## src/rtl/sspp_pkg.sv

```systemverilog
`timescale 1ns / 1ps
`default_nettype none

package sspp_pkg;

  typedef enum logic [1:0] {
    MOTION_CW   = 2'd0,
    MOTION_CCW  = 2'd1,
    MOTION_STOP = 2'd2
  } motion_e;

  typedef enum logic {
    FUNC_MOVE = 1'b0,
    FUNC_TICK = 1'b1
  } func_e;

  localparam int unsigned SPT_W      = 10;
  localparam int unsigned ANGLE_OUT_W = 9;
  localparam int unsigned STEPS_W    = 9;
  localparam int unsigned COIL_W     = 4;
  localparam int unsigned PHASE_W    = 3;

  localparam logic [SPT_W-1:0]   SPT_RESET  = 10'd513;
  localparam logic [PHASE_W-1:0] PHASE_LAST = 3'd4;

  typedef struct packed {
    motion_e              sense;
    logic [STEPS_W-1:0]   steps;
  } move_t;

  function automatic logic [COIL_W-1:0] coil_pattern(input logic [PHASE_W-1:0] phase,
                                                     input logic ccw);
    logic [COIL_W-1:0] pat;
    case (phase)
      3'd0:    pat = 4'b0001;
      3'd1:    pat = 4'b0010;
      3'd2:    pat = 4'b0100;
      3'd3:    pat = 4'b1000;
      default: pat = 4'b0000;
    endcase
    if (ccw) begin
      pat = {pat[0], pat[1], pat[2], pat[3]};
    end
    return pat;
  endfunction

endpackage

`default_nettype wire

```

## src/rtl/stepper_shortest_path_positioner.sv

```systemverilog
`timescale 1ns / 1ps
`default_nettype none

// Stepper positioner with shortest-path moves and wave-drive coil sequencing.
// Request channel (in_valid_i/in_ready_o): func_i selects a move to
// target_angle_i or a time tick. Each request yields exactly one result on
// the result channel (out_valid_o/out_ready_i): coil pattern, direction,
// committed position, steps left and a refused flag for moves sent while
// the motor is still stepping.
// Config channel (cfg_valid_i/cfg_ready_o) writes steps per turn; write it
// only while no request is in flight. It is always ready.
// Path: a request is taken with target reduction into the input register,
// then move math goes into the result register. Throughput: one request per
// cycle, sustained while out_ready_i stays high.
// Stall: while out_ready_i is low the result holds and one more request is
// buffered in the input register; in_ready_o then drops.
// Reset: position 0, stopped, no steps pending, steps per turn 513.
module stepper_shortest_path_positioner #(
  parameter int FULL_TURN = 360
) (
  input  wire logic                            clk_i,
  input  wire logic                            rst_ni,

  input  wire logic                            in_valid_i,
  output      logic                            in_ready_o,
  input  wire logic                            func_i,
  input  wire logic [8:0]                      target_angle_i,

  output      logic                            out_valid_o,
  input  wire logic                            out_ready_i,
  output      logic [sspp_pkg::COIL_W-1:0]     coil_drive_o,
  output      logic [1:0]                      motion_o,
  output      logic [sspp_pkg::ANGLE_OUT_W-1:0] position_o,
  output      logic [sspp_pkg::STEPS_W-1:0]    steps_remaining_o,
  output      logic                            refused_o,

  input  wire logic                            cfg_valid_i,
  output      logic                            cfg_ready_o,
  input  wire logic [sspp_pkg::SPT_W-1:0]      cfg_steps_per_turn_i
);

  localparam int ANGLE_W  = $clog2(FULL_TURN);
  localparam int PROD_W   = ANGLE_W + sspp_pkg::SPT_W;
  localparam int SHIFT    = PROD_W + ANGLE_W;
  localparam int RECIP_W  = PROD_W + 2;
  localparam int SCALE_W  = RECIP_W + sspp_pkg::SPT_W;
  localparam longint unsigned RECIP =
    ((64'd1 << SHIFT) + longint'(FULL_TURN) - 64'd1) / longint'(FULL_TURN);
  localparam longint unsigned SCALE_RST = RECIP * longint'(sspp_pkg::SPT_RESET);
  localparam int TGT_SPAN  = 512;
  localparam int RED_STEPS = $clog2((TGT_SPAN + FULL_TURN - 1) / FULL_TURN);

  // target reduction modulo FULL_TURN
  logic [8:0]         tgt_red;
  logic [ANGLE_W-1:0] tgt_mod;

  always_comb begin
    tgt_red = target_angle_i;
    for (int i = RED_STEPS - 1; i >= 0; i--) begin
      if (32'(tgt_red) >= (FULL_TURN << i)) begin
        tgt_red = tgt_red - 9'(FULL_TURN << i);
      end
    end
    tgt_mod = ANGLE_W'(tgt_red);
  end

  // input register
  logic               a_valid_q;
  logic               a_func_q;
  logic [ANGLE_W-1:0] a_tgt_q;
  logic               advance;
  logic               out_valid_q;

  assign advance    = a_valid_q && (!out_valid_q || out_ready_i);
  assign in_ready_o = !a_valid_q || advance;

  always_ff @(posedge clk_i or negedge rst_ni) begin
    if (!rst_ni) begin
      a_valid_q <= 1'b0;
    end else if (in_ready_o) begin
      a_valid_q <= in_valid_i;
    end
  end

  always_ff @(posedge clk_i) begin
    if (in_valid_i && in_ready_o) begin
      a_func_q <= func_i;
      a_tgt_q  <= tgt_mod;
    end
  end

  // steps per turn, kept pre-scaled by the reciprocal of FULL_TURN
  logic [SCALE_W-1:0] scale_q;

  assign cfg_ready_o = 1'b1;

  always_ff @(posedge clk_i or negedge rst_ni) begin
    if (!rst_ni) begin
      scale_q <= SCALE_W'(SCALE_RST);
    end else if (cfg_valid_i) begin
      scale_q <= SCALE_W'(cfg_steps_per_turn_i) * SCALE_W'(RECIP);
    end
  end

  // move math
  sspp_pkg::move_t mv;
  logic [ANGLE_W-1:0] shaft_q, shaft_d;

  sspp_move_calc #(
    .FULL_TURN (FULL_TURN),
    .ANGLE_W   (ANGLE_W),
    .SCALE_W   (SCALE_W),
    .SHIFT     (SHIFT)
  ) u_calc (
    .target_i (a_tgt_q),
    .shaft_i  (shaft_q),
    .scale_i  (scale_q),
    .move_o   (mv)
  );

  // motion state and result
  sspp_pkg::motion_e                sense_q, sense_d;
  logic [sspp_pkg::STEPS_W-1:0]     steps_q, steps_d;
  logic [sspp_pkg::PHASE_W-1:0]     phase_q, phase_d;
  logic [sspp_pkg::PHASE_W-1:0]     phase_cur;
  logic [sspp_pkg::COIL_W-1:0]      coil_q, coil_d;
  logic                             refused_q, refused_d;

  always_comb begin
    shaft_d   = shaft_q;
    sense_d   = sense_q;
    steps_d   = steps_q;
    phase_d   = phase_q;
    coil_d    = '0;
    refused_d = 1'b0;
    phase_cur = (phase_q <= sspp_pkg::PHASE_LAST) ? phase_q : '0;
    if (a_func_q == sspp_pkg::FUNC_MOVE) begin
      if (steps_q != '0) begin
        refused_d = 1'b1;
      end else begin
        shaft_d = a_tgt_q;
        sense_d = mv.sense;
        steps_d = mv.steps;
        phase_d = '0;
      end
    end else if (steps_q != '0) begin
      coil_d = sspp_pkg::coil_pattern(phase_cur, sense_q == sspp_pkg::MOTION_CCW);
      if (phase_cur == sspp_pkg::PHASE_LAST) begin
        phase_d = '0;
        steps_d = steps_q - sspp_pkg::STEPS_W'(1);
      end else begin
        phase_d = phase_cur + sspp_pkg::PHASE_W'(1);
      end
    end
  end

  always_ff @(posedge clk_i or negedge rst_ni) begin
    if (!rst_ni) begin
      shaft_q     <= '0;
      sense_q     <= sspp_pkg::MOTION_STOP;
      steps_q     <= '0;
      phase_q     <= '0;
      out_valid_q <= 1'b0;
    end else begin
      if (advance) begin
        shaft_q     <= shaft_d;
        sense_q     <= sense_d;
        steps_q     <= steps_d;
        phase_q     <= phase_d;
        out_valid_q <= 1'b1;
      end else if (out_ready_i) begin
        out_valid_q <= 1'b0;
      end
    end
  end

  always_ff @(posedge clk_i) begin
    if (advance) begin
      coil_q    <= coil_d;
      refused_q <= refused_d;
    end
  end

  assign out_valid_o       = out_valid_q;
  assign coil_drive_o      = coil_q;
  assign motion_o          = sense_q;
  assign position_o        = sspp_pkg::ANGLE_OUT_W'(shaft_q);
  assign steps_remaining_o = steps_q;
  assign refused_o         = refused_q;

  a_steps_have_dir : assert property (@(posedge clk_i) disable iff (!rst_ni)
    steps_q != '0 |-> sense_q != sspp_pkg::MOTION_STOP)
    else $error("steps pending while stopped");

  a_phase_range : assert property (@(posedge clk_i) disable iff (!rst_ni)
    phase_q <= sspp_pkg::PHASE_LAST)
    else $error("phase index out of range");

  a_refused_moving : assert property (@(posedge clk_i) disable iff (!rst_ni)
    out_valid_q && refused_q |-> steps_q != '0)
    else $error("move refused while idle");

  a_hold_state : assert property (@(posedge clk_i) disable iff (!rst_ni)
    !advance |=> $stable(steps_q) && $stable(shaft_q) && $stable(phase_q))
    else $error("motion state changed without a request");

endmodule

`default_nettype wire

```

## src/rtl/sspp_move_calc.sv

```systemverilog
`timescale 1ns / 1ps
`default_nettype none

// Shortest rotation toward the target, direction and step count.
// steps = floor(mag * spt / FULL_TURN) done as mag * (spt * recip) >> SHIFT.
module sspp_move_calc #(
  parameter int FULL_TURN = 360,
  parameter int ANGLE_W   = 9,
  parameter int SCALE_W   = 31,
  parameter int SHIFT     = 28
) (
  input  wire logic [ANGLE_W-1:0] target_i,
  input  wire logic [ANGLE_W-1:0] shaft_i,
  input  wire logic [SCALE_W-1:0] scale_i,
  output sspp_pkg::move_t         move_o
);

  localparam int HALF   = FULL_TURN / 2;
  localparam int DIFF_W = ANGLE_W + 2;
  localparam int PROD_W = ANGLE_W + SCALE_W;

  logic signed [DIFF_W-1:0] rs;
  logic signed [DIFF_W-1:0] rs_adj;
  logic [ANGLE_W-1:0]       r;
  logic [ANGLE_W-1:0]       mag;
  logic [PROD_W-1:0]        prod;

  always_comb begin
    rs = $signed({2'b00, target_i}) - $signed({2'b00, shaft_i})
         + $signed(DIFF_W'(HALF));
    if (rs[DIFF_W-1]) begin
      rs_adj = rs + $signed(DIFF_W'(FULL_TURN));
    end else if (rs >= $signed(DIFF_W'(FULL_TURN))) begin
      rs_adj = rs - $signed(DIFF_W'(FULL_TURN));
    end else begin
      rs_adj = rs;
    end
    r = ANGLE_W'(rs_adj);

    if (r >= ANGLE_W'(HALF)) begin
      mag = r - ANGLE_W'(HALF);
    end else begin
      mag = ANGLE_W'(HALF) - r;
    end

    prod = PROD_W'(mag) * PROD_W'(scale_i);

    if (r == ANGLE_W'(HALF)) begin
      move_o.sense = sspp_pkg::MOTION_STOP;
      move_o.steps = '0;
    end else begin
      move_o.sense = (r > ANGLE_W'(HALF)) ? sspp_pkg::MOTION_CW : sspp_pkg::MOTION_CCW;
      move_o.steps = prod[SHIFT +: sspp_pkg::STEPS_W];
    end
  end

endmodule

`default_nettype wire
```

## config.mk

```make
export PLATFORM = sky130hd
export DESIGN_NAME = stepper_shortest_path_positioner
export DESIGN_NICKNAME = d
export VERILOG_FILES = /design/src/rtl/sspp_pkg.sv /design/src/rtl/stepper_shortest_path_positioner.sv /design/src/rtl/sspp_move_calc.sv
export SDC_FILE = /design/constraint.sdc
export NUM_CORES = 1
export LEC_CHECK = 0
export BUFFER_PORTS_ARGS = -buffer_cell sky130_fd_sc_hd__buf_2
export CORE_MARGIN = 2
export CORE_UTILIZATION = 59
export DETAILED_ROUTE_END_ITERATION = 16
export GPL_TIMING_DRIVEN = 0
export PLACE_DENSITY = 0.84
export SLEW_MARGIN = 10
export SYNTH_ARGS = -nofsm -noshare
export SYNTH_HDL_FRONTEND = slang
export SYNTH_SLANG_ARGS = --single-unit
```

## constraint.sdc

```tcl
create_clock -name clk_i -period 17.2 [get_ports clk_i]
set_clock_uncertainty 0.05 [all_clocks]
set_input_delay 4.3 -clock clk_i [delete_from_list [all_inputs] [get_ports clk_i]]
set_output_delay 4.3 -clock clk_i [all_outputs]
set_load 0.1 [all_outputs]
```

==> flow_summary.toml <==
[placed_design]
port-buffer-count = 50
pre_cts_slack_ns = 5.099
placed_cells = 2093
gp_congestion = 0.9041
hpwl_mm = 30.51

[synth]
netlist_top_cells_count = "319 x inv_1, 244 x fa_1, 160 x ha_1, 151 x nand2_1, 113 x and2_1"
post-synth-top-count-cell = "inv_1"
synth_area_leaders = "fa_1 31%, ha_1 13%, inv_1 7.7%"
yosys_register_bits = 70
synthArstFlopShare_pct = 78.57
synth_top_cell_by_area = "fa_1"
postSynthCellCount = 1708
synthFlopType = "dfrtp_1"
synth_edf_count = 15
syn_avg_cell_area_um2 = 9.103
synth_cell_type_count = 88
yosysSeqAreaShare_pct = 11.90
yosys_warnings = 0
syn_nets = 2137
synth_area_um2 = 15550
synth.top_cell.area_share_pct = 31.42

[sta]
setup_viol = 0
setup-tns-final_ns = 0
slew_violations = 0
slew-limit-headroom_pct = 44.16
fmax_ghz = 0.08042
fin_ws_ns = 4.765
report.final.hold_viol_count = 0
min_period_ns = 12.44
rsz0062_at_grt = "no"
max_slew.worst_pin.slew_ns = 0.8345
min_period_over_period_pct = 72.30

[clock_tree]
post-cts-setup-buffers = 0
cts_sinks = 70
numCtsBuffers = 9
clock_latency_ns = 0.37
clock-root-buffer = "clkbuf_16"
cts_resized = 0
max-clock-path-buffers = 2
postCtsHoldBufs = 0
cts_tree = "done"
clkSlewWorstSetupHoldPaths_ns = 0.07
cts-htree-levels = 3

[detailed_routing]
post-route-drc-count = 0
postRouteAntennaNets = 0
num_vias = 12130
avgRoutedWirePerCell_um = 17.40
totalWireLength_mm = 36.69
detail_route.iter0.violations = 755
firstDrtPassIters = 8
viasPerCell = 5.749

[floorplan]
rows = 59
die-area_um2 = 27670
coreArea_um2 = 25980
chipHeight_um = 166.3
ios = 53
start_util_pct = 59.83
die_w_um = 166.3

[worst_setup_path]
critPathMaxFanout = 10
critical_path.startpoint = "a_tgt_q[0]"
crit_path_top_delay_cell = "xnor2_1"
critPathCaptureType = "register"
critPathRequiredTime_ns = 17.38
rr_worst_depth = 44
path_class = "register to register"
timing.rr.start = "a_tgt_q[0]"
cp_slowest_stage_delay_ns = 0.62
arrival_ns = 12.61
r2r_slack_ns = 4.76
worst_setup_path_start_kind = "register"
timing.rr.end = "steps_remaining_o[4]"
endpoint = "steps_remaining_o[4]"

[flow_run]
drv_cap = 0

[grt]
overflow = 0
grt_pass1_wl_mm = 60.97
antenna_found_initial = 0
grt_max_degree = 56
grt_pass1_vias = 12520
grt_usage_pct = 27.15

[min_path]
hold_class = "register to register"

[final_layout]
area_delta_synth_final_pct = 6.237
drive_gt1_share_pct = 9.019
diodes = 0
nets = 2198
layout.cells.non_filler = 2109

[outcome]
status = "finished, final reports clean"
-- worst max-delay path, delay by kind of cell (launching register included) --
family | cells | cell delay (ns)
multiplexers | 1 | 0.23
AND/OR/NAND/NOR | 3 | 0.54
flip-flops | 1 | 0.38
AO/OA/AOI/OAI | 18 | 4.28
buffers and inverters | 9 | 1.56
adder cells (fa/ha/maj) | 9 | 3.54
XOR/XNOR | 4 | 1.69
-- cell usage in the layout (no fill, tap or decap), types with 9 or more instances in the layout --
master     count
a211oi_1      10
a21o_1        30
a21oi_1       57
and2_1       113
buf_1         22
buf_2         53
clkbuf_1      40
clkbuf_16      9
dfrtp_1       36
dfstp_2       19
edfxtp_1      15
fa_1         244
ha_1         160
inv_1        319
mux2_2        35
nand2_1      151
nand2b_1      21
nand3_1       24
nand4_1       13
nor2_1        52
nor2b_1       59
nor3_1        21
o21a_1        10
o21ai_0       45
o21bai_1       9
xnor2_1       37
xor2_1        19
-- through the flow --
step	utilization, %	instance area (µm²)	hold slack (ns)
after floorplan	-	15550	0.3987
after global routing	63.56	16520	0.4618
final	63.56	16520	0.4230
after global placement	62.41	16220	0.4026
after CTS	63.56	16520	0.4273
after detailed placement	62.42	16220	0.4271
-- registers in the layout, indices dropped and copies added (netlist names) --
name / count
steps_remaining_o: 9
scale_q: 30
a_tgt_q: 9
motion_o: 2
phase_q: 3
out_valid_o: 1
a_func_q: 1
refused_o: 1
a_valid_q: 1
position_o: 9
coil_drive_o: 4
-- metal layers --
layer	global-route usage, %	routed length, µm
met5	0	0
met4	8.921	1022
met3	3.908	2081
met2	45.57	17960
met1	36.57	15630
-- cells by family after synthesis --
logic type                 count (synthesis)  synth area share [%]
adders and majority gates                404                 44.29
muxes                                     39                 2.793
buffers and inverters                    392                 9.649
other                                      1               0.02412
AOI/OAI and AO/OA                        247                 11.18
and+or+nand+nor                          495                 16.51
DFF                                       70                 11.90
xor gates and xnor gates                  60                 3.646
-- area by class of cell --
class | instances | area (µm²)
sequential | 70 | 1851
fill | 2102 | 9468
clock inverter | 7 | 72.57
clock buffer | 9 | 225.2
inverter | 321 | 1205
multi-input combinational | 1246 | 12200
tap | 335 | 419.2
timing repair buffer | 50 | 252.7
buffer | 71 | 295.3
-- worst min path at each step --
stage | slack [ns] | from | endpoint | cells after the start
after floorplan | 0.40 | a_valid_q | out_valid_o | 1
after global placement | 0.40 | a_valid_q | out_valid_o | 1
after detailed placement | 0.43 | a_valid_q | out_valid_o | 1
after CTS | 0.43 | a_valid_q | out_valid_o | 1
after global routing | 0.46 | a_valid_q | out_valid_o | 1
final | 0.42 | a_valid_q | out_valid_o | 1
Power is left out: the tool's default activity adds up to more than one toggle a clock period on the data nets, which glitch-free logic cannot reach.
